<file path="src/wsfs_pkg.sv">
// wsfs_pkg: shared types and constants of the ws2812 frame serializer
`default_nettype none
package wsfs_pkg;

    localparam int CMD_W    = 2;
    localparam int FIRST_W  = 6;
    localparam int END_W    = 7;
    localparam int COLOR_W  = 8;
    localparam int PIXEL_W  = 24;
    localparam int BITIDX_W = 5;
    localparam int COUNT_W  = 7;
    localparam int TIMER_W  = 16;
    localparam int CFGIDX_W = 3;
    localparam int CFGDAT_W = 16;

    typedef logic [PIXEL_W-1:0] grb_t;

    localparam logic [CMD_W-1:0] CMD_FILL = 2'd0;
    localparam logic [CMD_W-1:0] CMD_SHOW = 2'd1;
    localparam logic [CMD_W-1:0] CMD_TICK = 2'd2;

    localparam logic [CFGIDX_W-1:0] CFG_PIXEL_COUNT  = 3'd0;
    localparam logic [CFGIDX_W-1:0] CFG_BIT_PERIOD   = 3'd1;
    localparam logic [CFGIDX_W-1:0] CFG_RESET_PERIOD = 3'd2;
    localparam logic [CFGIDX_W-1:0] CFG_ONE_HIGH     = 3'd3;
    localparam logic [CFGIDX_W-1:0] CFG_ZERO_HIGH    = 3'd4;

    localparam logic [COUNT_W-1:0] RST_PIXEL_COUNT  = 7'd39;
    localparam logic [TIMER_W-1:0] RST_BIT_PERIOD   = 16'd700;
    localparam logic [TIMER_W-1:0] RST_RESET_PERIOD = 16'd6000;
    localparam logic [TIMER_W-1:0] RST_ONE_HIGH     = 16'd57;
    localparam logic [TIMER_W-1:0] RST_ZERO_HIGH    = 16'd27;

    localparam logic [BITIDX_W-1:0] BIT_LAST = 5'd23;

endpackage
`default_nettype wire

</file>
<file path="src/wsfs_ram.sv">
// wsfs_ram: generic single-write, single-read ram with registered read data
`default_nettype none
module wsfs_ram #(
    parameter int WIDTH = 24,
    parameter int DEPTH = 64
) (
    input  wire logic                                  clk,
    input  wire logic                                  we,
    input  wire logic [((DEPTH > 1) ? $clog2(DEPTH) : 1)-1:0] waddr,
    input  wire logic [WIDTH-1:0]                      wdata,
    input  wire logic [((DEPTH > 1) ? $clog2(DEPTH) : 1)-1:0] raddr,
    output logic      [WIDTH-1:0]                      rdata
);

    logic [WIDTH-1:0] mem [DEPTH];

    always_ff @(posedge clk)
    begin
        if (we)
        begin
            mem[waddr] <= wdata;
        end
        rdata <= mem[raddr];
    end

endmodule
`default_nettype wire

</file>
<file path="src/ws2812_frame_serializer.sv">
// ws2812_frame_serializer: pixel store and per-bit pwm compare sequencer
//
// Holds one GRB colour per pixel in a ram and turns a frame into one pwm
// compare value and timer period per timer tick. After reset a clearing pass
// writes zero to every pixel, one entry per cycle; no beat is taken meanwhile,
// configuration writes are. A fill beat writes its pixels in turn through the
// single ram write port. Show and the first tick after it answer in the next
// cycle; a data tick first passes through the bit state, for the registered
// ram read. A new beat is taken only once the sequencer is back in idle and
// the previous result beat has been taken.
`default_nettype none
module ws2812_frame_serializer #(
    parameter int MAX_PIXELS = 64
) (
    input  wire logic                                clk,
    input  wire logic                                rst_n,

    input  wire logic                                cfg_we,
    input  wire logic [wsfs_pkg::CFGIDX_W-1:0]       cfg_index,
    input  wire logic [wsfs_pkg::CFGDAT_W-1:0]       cfg_data,

    input  wire logic                                in_valid,
    output logic                                     in_stall,
    input  wire logic [wsfs_pkg::CMD_W-1:0]          cmd,
    input  wire logic [wsfs_pkg::FIRST_W-1:0]        first_pixel,
    input  wire logic [wsfs_pkg::END_W-1:0]          end_pixel,
    input  wire logic [wsfs_pkg::COLOR_W-1:0]        red,
    input  wire logic [wsfs_pkg::COLOR_W-1:0]        green,
    input  wire logic [wsfs_pkg::COLOR_W-1:0]        blue,

    output logic                                     out_valid,
    input  wire logic                                out_stall,
    output logic      [wsfs_pkg::TIMER_W-1:0]        duty,
    output logic      [wsfs_pkg::TIMER_W-1:0]        period,
    output logic                                     frame_done
);

    localparam int AW = (MAX_PIXELS > 1) ? $clog2(MAX_PIXELS) : 1;
    localparam int PW = $clog2(MAX_PIXELS + 1);
    localparam int CW = (PW > wsfs_pkg::END_W) ? PW : wsfs_pkg::END_W;
    localparam logic [CW-1:0] MAX_C  = CW'(MAX_PIXELS);
    localparam logic [CW-1:0] LAST_C = CW'(MAX_PIXELS - 1);

    localparam logic [2:0] ST_CLEAR = 3'd0;
    localparam logic [2:0] ST_IDLE  = 3'd1;
    localparam logic [2:0] ST_FILL  = 3'd2;
    localparam logic [2:0] ST_BIT   = 3'd3;

    logic [2:0]                      state_reg, state_next;
    logic [CW-1:0]                   fill_idx_reg, fill_idx_next;
    logic [CW-1:0]                   fill_end_reg, fill_end_next;
    wsfs_pkg::grb_t                  grb_reg, grb_next;

    logic                            sending_reg, sending_next;
    logic                            gap_reg, gap_next;
    logic [CW-1:0]                   pixel_index_reg, pixel_index_next;
    logic [wsfs_pkg::BITIDX_W-1:0]   bit_index_reg, bit_index_next;

    logic [wsfs_pkg::COUNT_W-1:0]    pixel_count_reg;
    logic [wsfs_pkg::TIMER_W-1:0]    bit_period_reg;
    logic [wsfs_pkg::TIMER_W-1:0]    reset_period_reg;
    logic [wsfs_pkg::TIMER_W-1:0]    one_high_reg;
    logic [wsfs_pkg::TIMER_W-1:0]    zero_high_reg;

    logic                            out_valid_reg, out_valid_next;
    logic [wsfs_pkg::TIMER_W-1:0]    duty_reg, duty_next;
    logic [wsfs_pkg::TIMER_W-1:0]    period_reg, period_next;
    logic                            frame_done_reg, frame_done_next;

    logic                            accept;
    logic [CW-1:0]                   count_ext;
    logic [CW-1:0]                   eff_count;
    logic [CW-1:0]                   end_clamp;
    logic [CW-1:0]                   first_ext;
    logic [CW-1:0]                   end_ext;
    logic                            ram_we;
    wsfs_pkg::grb_t                  ram_wdata;
    wsfs_pkg::grb_t                  ram_rdata;
    logic                            data_bit;

    wsfs_ram #(
        .WIDTH (wsfs_pkg::PIXEL_W),
        .DEPTH (MAX_PIXELS)
    ) u_store (
        .clk   (clk),
        .we    (ram_we),
        .waddr (fill_idx_reg[AW-1:0]),
        .wdata (ram_wdata),
        .raddr (pixel_index_reg[AW-1:0]),
        .rdata (ram_rdata)
    );

    // effective pixel count, clamped to the store and never zero
    always_comb
    begin
        count_ext = CW'(pixel_count_reg);
        eff_count = (count_ext > MAX_C) ? MAX_C : count_ext;
        if (eff_count == '0)
        begin
            eff_count = CW'(1);
        end
    end

    assign first_ext = CW'(first_pixel);
    assign end_ext   = CW'(end_pixel);
    assign end_clamp = (end_ext > eff_count) ? eff_count : end_ext;

    assign in_stall  = (state_reg != ST_IDLE) || out_valid_reg;
    assign accept    = in_valid && !in_stall;
    assign ram_we    = (state_reg == ST_CLEAR) || (state_reg == ST_FILL);
    assign ram_wdata = (state_reg == ST_CLEAR) ? '0 : grb_reg;
    assign data_bit  = ram_rdata[wsfs_pkg::BIT_LAST - bit_index_reg];

    always_comb
    begin
        state_next       = state_reg;
        fill_idx_next    = fill_idx_reg;
        fill_end_next    = fill_end_reg;
        grb_next         = grb_reg;
        sending_next     = sending_reg;
        gap_next         = gap_reg;
        pixel_index_next = pixel_index_reg;
        bit_index_next   = bit_index_reg;
        out_valid_next   = out_valid_reg && out_stall;
        duty_next        = duty_reg;
        period_next      = period_reg;
        frame_done_next  = frame_done_reg;

        case (state_reg)
            ST_CLEAR:
            begin
                fill_idx_next = fill_idx_reg + CW'(1);
                if (fill_idx_reg == LAST_C)
                begin
                    state_next = ST_IDLE;
                end
            end
            ST_FILL:
            begin
                fill_idx_next = fill_idx_reg + CW'(1);
                if (fill_idx_next == fill_end_reg)
                begin
                    state_next = ST_IDLE;
                end
            end
            ST_BIT:
            begin
                out_valid_next  = 1'b1;
                duty_next       = data_bit ? one_high_reg : zero_high_reg;
                period_next     = bit_period_reg;
                frame_done_next = 1'b0;
                state_next      = ST_IDLE;
                if (bit_index_reg == wsfs_pkg::BIT_LAST)
                begin
                    bit_index_next   = '0;
                    pixel_index_next = pixel_index_reg + CW'(1);
                    if (pixel_index_next >= eff_count)
                    begin
                        frame_done_next  = 1'b1;
                        sending_next     = 1'b0;
                        pixel_index_next = '0;
                    end
                end
                else
                begin
                    bit_index_next = bit_index_reg + 5'd1;
                end
            end
            ST_IDLE:
            begin
                if (accept)
                begin
                    case (cmd)
                        wsfs_pkg::CMD_FILL:
                        begin
                            if (!sending_reg && (first_ext < end_clamp))
                            begin
                                fill_idx_next = first_ext;
                                fill_end_next = end_clamp;
                                grb_next      = {green, red, blue};
                                state_next    = ST_FILL;
                            end
                        end
                        wsfs_pkg::CMD_SHOW:
                        begin
                            if (!sending_reg)
                            begin
                                sending_next     = 1'b1;
                                gap_next         = 1'b1;
                                pixel_index_next = '0;
                                bit_index_next   = '0;
                                out_valid_next   = 1'b1;
                                duty_next        = '0;
                                period_next      = reset_period_reg;
                                frame_done_next  = 1'b0;
                            end
                        end
                        wsfs_pkg::CMD_TICK:
                        begin
                            if (sending_reg)
                            begin
                                if (gap_reg)
                                begin
                                    gap_next        = 1'b0;
                                    out_valid_next  = 1'b1;
                                    duty_next       = '0;
                                    period_next     = bit_period_reg;
                                    frame_done_next = 1'b0;
                                end
                                else
                                begin
                                    state_next = ST_BIT;
                                end
                            end
                        end
                        default:
                        begin
                            state_next = ST_IDLE;
                        end
                    endcase
                end
            end
            default:
            begin
                state_next = ST_IDLE;
            end
        endcase
    end

    always_ff @(posedge clk or negedge rst_n)
    begin
        if (!rst_n)
        begin
            state_reg       <= ST_CLEAR;
            fill_idx_reg    <= '0;
            fill_end_reg    <= '0;
            sending_reg     <= 1'b0;
            gap_reg         <= 1'b0;
            pixel_index_reg <= '0;
            bit_index_reg   <= '0;
            out_valid_reg   <= 1'b0;
        end
        else
        begin
            state_reg       <= state_next;
            fill_idx_reg    <= fill_idx_next;
            fill_end_reg    <= fill_end_next;
            sending_reg     <= sending_next;
            gap_reg         <= gap_next;
            pixel_index_reg <= pixel_index_next;
            bit_index_reg   <= bit_index_next;
            out_valid_reg   <= out_valid_next;
        end
    end

    always_ff @(posedge clk)
    begin
        grb_reg        <= grb_next;
        duty_reg       <= duty_next;
        period_reg     <= period_next;
        frame_done_reg <= frame_done_next;
    end

    // configuration registers
    always_ff @(posedge clk or negedge rst_n)
    begin
        if (!rst_n)
        begin
            pixel_count_reg  <= wsfs_pkg::RST_PIXEL_COUNT;
            bit_period_reg   <= wsfs_pkg::RST_BIT_PERIOD;
            reset_period_reg <= wsfs_pkg::RST_RESET_PERIOD;
            one_high_reg     <= wsfs_pkg::RST_ONE_HIGH;
            zero_high_reg    <= wsfs_pkg::RST_ZERO_HIGH;
        end
        else if (cfg_we)
        begin
            case (cfg_index)
                wsfs_pkg::CFG_PIXEL_COUNT:
                begin
                    pixel_count_reg <= cfg_data[wsfs_pkg::COUNT_W-1:0];
                end
                wsfs_pkg::CFG_BIT_PERIOD:
                begin
                    bit_period_reg <= cfg_data;
                end
                wsfs_pkg::CFG_RESET_PERIOD:
                begin
                    reset_period_reg <= cfg_data;
                end
                wsfs_pkg::CFG_ONE_HIGH:
                begin
                    one_high_reg <= cfg_data;
                end
                wsfs_pkg::CFG_ZERO_HIGH:
                begin
                    zero_high_reg <= cfg_data;
                end
                default:
                begin
                    pixel_count_reg <= pixel_count_reg;
                end
            endcase
        end
    end

    assign out_valid  = out_valid_reg;
    assign duty       = duty_reg;
    assign period     = period_reg;
    assign frame_done = frame_done_reg;

    // the bit state of a data tick always yields a result beat in the following cycle
    a_bit_result: assert property (@(posedge clk) disable iff (!rst_n)
        (state_reg == ST_BIT) |=> out_valid_reg)
        else $error("data tick gave no result beat");

    // a show while idle answers with a low gap beat
    a_show_gap: assert property (@(posedge clk) disable iff (!rst_n)
        (accept && (cmd == wsfs_pkg::CMD_SHOW) && !sending_reg)
            |=> (out_valid_reg && (duty_reg == '0) && !frame_done_reg && sending_reg))
        else $error("show did not start a frame with a low gap");

    // read pointer stays inside the store while a frame is running
    a_index_range: assert property (@(posedge clk) disable iff (!rst_n)
        sending_reg |-> ((pixel_index_reg < MAX_C) && (bit_index_reg <= wsfs_pkg::BIT_LAST)))
        else $error("frame pointer out of range");

    // frame_done closes the frame
    a_done_idle: assert property (@(posedge clk) disable iff (!rst_n)
        ((state_reg == ST_BIT) && !sending_next) |=> (frame_done_reg && !sending_reg))
        else $error("frame end not flagged");

endmodule
`default_nettype wire
</file>
<file path="config.mk">
export PLATFORM = sky130hd
export DESIGN_NAME = ws2812_frame_serializer
export DESIGN_NICKNAME = d
export VERILOG_FILES = /design/src/wsfs_pkg.sv /design/src/wsfs_ram.sv /design/src/ws2812_frame_serializer.sv
export SDC_FILE = /design/constraint.sdc
export NUM_CORES = 2
export LEC_CHECK = 0
export BUFFER_PORTS_ARGS = -buffer_cell sky130_fd_sc_hd__buf_2
export CAP_MARGIN = 5
export CORE_AREA = 2 2 336 338
export CTS_CLUSTER_SIZE = 28
export DETAILED_ROUTE_END_ITERATION = 16
export DIE_AREA = 0 0 338 340
export HOLD_SLACK_MARGIN = 0.06
export PLACE_DENSITY = 0.8
export RECOVER_POWER = 25
export SKIP_LAST_GASP = 1
export SYNTH_ARGS = -nofsm -noshare
export SYNTH_HDL_FRONTEND = slang
export SYNTH_SLANG_ARGS = --single-unit
</file>
<file path="constraint.sdc">
create_clock -name clk -period 9.1 [get_ports clk]
set_input_delay 0.455 -clock clk [delete_from_list [all_inputs] [get_ports clk]]
set_output_delay 0.455 -clock clk [all_outputs]
set_load 0.01 [all_outputs]
</file>
======== Word level (Yosys, flattened, before mapping) ========
Memories as Yosys holds them, arrays and structs flattened. A register that Yosys moved wholly into a read port is not among the register bits.
Index checks and enable logic that the tools add are counted.
W data, S select, Z words.
storage, ports and cells
  bits in writable memories ............... 1536
  input port bits ......................... 63
  register bits after elaboration ......... 160
  output and inout bits ................... 35
  memories kept ........................... 1
  word-level logic and storage cells ...... 152
operators by class
  reduce and logical (&&, ||, !) cells .... 28
  order comparisons ....................... 5
  equal/unequal tests ..................... 31
  $add $sub $neg .......................... 4
  muxes and demuxes ....................... 66
memories
  name         depth  bits a word  read ports  clocked after Yosys merged registers in  wr ports  line            text
  u_store.mem  64     24           1           1                                        1         wsfs_ram.sv:15  logic [WIDTH-1:0] mem [DEPTH];
operator list
  kind                   count
  $mux W16               9
  $pmux W16 S2           4
  $mux W7                11
  $pmux W7 S2            2
  $mux W24               1
  $mux W5                4
  $mux W1                19
  $mux W3                6
  $pmux W3 S3            2
  $ne A2 B2 Y1 const B   8
  $ne A3 B3 Y1 const B   5
  $reduce_and A5 Y1      3
  $add A7 B1 Y7 const B  2
  $eq A3 B2 Y1 const B   4
  $pmux W1 S2            6
  $reduce_and A4 Y1      3
  $pmux W5 S2            1
  $reduce_and A2 Y1      5
  $ne A2 B1 Y1 const B   4
  $eq A7 B6 Y1 const B   1
  $eq A7 B7 Y1           1
  $ge A7 B7 Y1           1
  $gt A7 B7 Y1           1
  $gt A7 B7 Y1 const B   1
  22 further kinds       30

======== Depth between registers and ports, before layout ========
  depth after elaboration ................. 12
  depth in mapped cells ................... 20

======== Modules after synthesis ========
Synthesis repeated with hierarchy kept, for this count alone.
unflattened totals
  cell total of the unflattened synthesis .. 3179
  area, all modules ....................... 66847.9 um^2
by module, submodules not included
  module                   seq. area each (um^2)  area an instance (um^2)  times used  cells each
  wsfs_ram                 46604.7                59330.7                  1           2611
  ws2812_frame_serializer  4295.4                 7517.2                   1           568

======== Worst setup path before layout ========
OpenSTA, ideal clock, no wires.
  path type ............................... register to register
  start point ............................. register pixel_count_reg (netlist bit count_ext[6])
  end point ............................... register fill_idx_reg[4]
  clock period less this slack ............ 4251 ps
  slack ................................... 4849 ps
  setup time .............................. 129 ps
  required time ........................... 8971 ps
  arrival time ............................ 4123 ps
  stages on the path, launching flop included .. 21
  path through ............................ dfrtp_1 inv_1 clkbuf_1 nand2_1 ha_1 nand4_1 a21o_1 nand2_1 and2_1 clkbuf_1 nor2b_1 a31oi_1 ha_1 a21o_1 a21o_1 a21o_1 a31oi_1 o31ai_1 inv_2 nor2_1 a2111o_1
on the way
  longest elaborated chain between the ends .. 10
RTL lines
  item                             line                            text
  start: declaration               ws2812_frame_serializer.sv:59   logic [wsfs_pkg::COUNT_W-1:0] pixel_count_reg;
  start signal: assignment         ws2812_frame_serializer.sv:269  pixel_count_reg <= wsfs_pkg::RST_PIXEL_COUNT;
  start signal: assignment         ws2812_frame_serializer.sv:280  pixel_count_reg <= cfg_data[wsfs_pkg::COUNT_W-1:0];
  start signal: assignment         ws2812_frame_serializer.sv:300  pixel_count_reg <= pixel_count_reg;
  $gt A7 B7 Y1                     ws2812_frame_serializer.sv:97   eff_count = (count_ext > MAX_C) ? MAX_C : count_ext;
  $mux W7 (*)                      ws2812_frame_serializer.sv:97
  $logic_not A7 Y1                 ws2812_frame_serializer.sv:98   if (eff_count == '0)
  $mux W7 (*)                      ws2812_frame_serializer.sv:98
  $gt A7 B7 Y1                     ws2812_frame_serializer.sv:106  assign end_clamp = (end_ext > eff_count) ? eff_count : end_ext;
  $mux W7 (*)                      ws2812_frame_serializer.sv:106
  $lt A6 B7 Y1 (*)                 ws2812_frame_serializer.sv:176  if (!sending_reg && (first_ext < end_clamp))
  $logic_and A1 B1 Y1 (*)          ws2812_frame_serializer.sv:176
  $ne A2 B2 Y1 (no line) (*)       -
  $reduce_and A4 Y1 (no line) (*)  -
  end signal: assignment           ws2812_frame_serializer.sv:246  fill_idx_reg <= fill_idx_next;
  end: declaration                 ws2812_frame_serializer.sv:50   logic [CW-1:0] fill_idx_reg, fill_idx_next;
Every way passes the cells marked *; elsewhere a longest branch is shown, timed or not.
A chain may end at the register's enable or synchronous reset.

======== Worst setup path after layout ========
  start point ............................. register state_reg[0]
  end point ............................... memory u_store.mem[16][22] (data pin)
on the way
  longest elaborated chain between the ends .. 2
RTL lines
  item                      line                            text
  start: declaration        ws2812_frame_serializer.sv:49   logic [2:0] state_reg, state_next;
  start signal: assignment  ws2812_frame_serializer.sv:245  state_reg <= state_next;
  $logic_not A3 Y1          ws2812_frame_serializer.sv:111  assign ram_wdata = (state_reg == ST_CLEAR) ? '0 : grb_reg;
  $mux W24                  ws2812_frame_serializer.sv:111
  named net ram_wdata[22]   ws2812_frame_serializer.sv:77   wsfs_pkg::grb_t ram_wdata;
  end: declaration          wsfs_ram.sv:15
The timed path passes the listed nets, and every way through them passes these cells.

==> results.ini <==
[finish]
post-route-util = 0.672
fill_cells = 6504
multi_input_area_sq_mm = 0.0152
drive_gt1_frac = 0.330
largest_register_ffs = 1536
area_growth_syn_to_layout_pct = 12.8
finalInstanceArea_sq_mm = 0.0750
final-seq-area_sq_mm = 0.0509
nets = 3253

[yosys]
ys_ff_latch = 1719
ys_seq_area_frac = 0.766
yosysWarningCount = 0
syn-instance-count = 2889
synthMuxAreaShare = 0.188
yosysTopAreaCell = edfxtp_1
synth_compound_area_frac = 0.00834
ys_async_sr_fraction = 0.0593
synth_top_area_share = 0.720
ys_types = 52
synth.most_common_cell = edfxtp_1
synth_xor_area_frac = 0.00211
synthTopCellsByArea = edfxtp_1 (72%), mux4_2 (17%), dfrtp_1 (2.9%)
syn_area_sq_mm = 0.0664
synthAdderAreaFrac = 0.00490
syn_nets = 2978
synth_top_family_by_area = multiplexers
synthFlopType = edfxtp_1
syn_area_per_cell_sq_um = 23.0
synth_edf_count = 1593
synthSimpleGateAreaFrac = 0.0195
synth_common_cells = edfxtp_1 (1593), mux4_2 (511), clkbuf_1 (91)

[floorplan]
num_rows = 123
start_util = 0.596
ios = 98
die_h_microns = 340
dieArea_sq_mm = 0.115
core_area_sq_mm = 0.112
die_width_microns = 338

[setup_path]
cp_top_family = buffers and inverters
startpoint_type = flop
path_common_cell = clkbuf_1
critical_path_class = reg -> reg
crit_fanout = 64
critical-path-max-stage-delay_ps = 2290
critical_path_arrival_ps = 5970
endpoint_kind = flop
cp.required_ps = 9210
crit_buf_inv = 3
cp_slowest_cell = clkbuf_1
cp_cell_sequence = clkbuf_1 > nor2_4 > clkbuf_1 > nor2b_4 > clkbuf_1

[clock_tree]
cts_tree = built
cts_buffers = 164
cts_max_level = 4
clk_latency_ps = 790
path_clk_slew_ps = 60
cts-root-buf = clkbuf_16
clock_sinks = 1719
clk_path_buf_depth = 3

[placed_design]
io_buffers = 97
place_congestion = 0.923
placed_area_sq_mm = 0.0694
dp_hpwl_mm = 85.7

[power_and_ir_drop]
peakVddDrop_mv = 0.248
total_leakage_power_nw = 23.4
power_density_mw_per_mm2 = 285

[global_routing]
grt_overflow = 0
grt_pass1_wl_mm = 243
antenna_found_initial = 4
grt_pass1_vias = 33900
track_usage = 0.304
grt_max_degree = 151

[hold_path]
min_path_type = in -> reg

[flow_run]
maxCapViolCount = 26

[sta]
tightest_slew_ps = 3800
period_minus_slack_ps = 5860
setup_viol = 0
fmaxAchievable_mhz = 171
period_share = 0.644
relSlewSlack = -1.56
rsz0062_at_grt = no
fin_skew_ps = 35.2
slew_violations = 1254
hold_viol = 0
tns_ps = 0

[detailed_routing]
viasPerCell = 6.90
ant_nets = 0
routed_wl_mm = 170
drcViolationCount = 0
vias = 33100
routedWlPerCell_microns = 35.5
first_pass_iters = 6
dr.first_iter.drc_count = 4628

[outcome]
outcome = finished with violations
violations = capacitance limit, slew limit

through the flow:
stage | setup WS (ps) | hold WS [ps] | std cells | total power [mW]
after floorplan | 4850 | 159 | 2889 | 12.6
after global placement | 4360 | 434 | 4450 | 14.3
after detailed placement | 4170 | 458 | 4450 | 14.6
after CTS | 4170 | 120 | 4793 | 21.3
after global routing | 2600 | 174 | 4794 | 21.9
final | 3240 | 154 | 4795 | 21.3
cells by family after synthesis:
kind of cell / after synthesis
buffers and inverters: 161
DFF: 1719
xor gates and xnor gates: 16
adders and majority gates: 26
AOI/OAI and AO/OA: 93
and+or+nand+nor: 276
muxes: 598
worst paths after layout:
| check | to | depth (start not counted) | start | slack [ps] |
|---|---|---|---|---|
| max in group asynchronous | pixel_index_reg[2] | 3 | rst_n | 3670 |
| min reg2reg | reset_period_reg[15] | 1 | reset_period_reg[15] | 490 |
| min | fill_idx_reg[4] | 3 | first_pixel[4] | 150 |
| max reg2reg | u_store.mem[16][22] | 5 | state_reg[0] | 3240 |
| min in group asynchronous | reset_period_reg[11] | 2 | rst_n | 860 |
| max | u_store.mem[16][22] | 5 | state_reg[0] | 3240 |
metal layers:
layer / global-route usage / share of wire / routed length (microns)
met1: 0.402 / 0.34 / 57700
met2: 0.483 / 0.49 / 83900
met3: 0.0764 / 0.12 / 20100
met4: 0.137 / 0.050 / 8590
met5: 0 / 0.00028 / 47
area by class of cell:
class,instances,area share
clock inverters,85,0.0109
flip-flops and latches,1719,0.679
well taps,1500,0.0250
clock buffers,211,0.0592
multi-input cells,1009,0.202
inverters,16,0.000801
repair buffers,254,0.0223
diodes,1,0.0000334
cells in the final DEF, fill, tap and decap left out, types with 25 or more instances in the layout:
cell,count
clkbuf_16,169
edfxtp_1,1593
mux2_2,74
clkbuf_1,102
nand3_1,38
dfstp_2,25
dlygate4sd3_1,47
nor2_1,30
nand2_1,68
clkinv_2,26
o21ai_0,30
nor2_2,58
dfrtp_1,72
buf_2,59
ha_1,26
buf_4,80
mux4_2,511
report_power, final:
group	internal (mW)	switching, mW	total [mW]
logic	2.03	2.77	4.80
registers	9.52	0.302	9.82
clock network	3.80	2.92	6.72
tightest hold or removal path: stages:
cell	delay, ps
buf_2	150
nor2b_1	160
a2111o_1	120
what timing repair did:
| action | CTS | global route |
|---|---|---|
| hold buffers | 47 | 0 |
| gates resized for setup | 0 | 0 |
| setup buffers | 0 | 0 |
| endpoints found under the hold margin | 141 | 0 |
(Power assumes the default switching activity.)
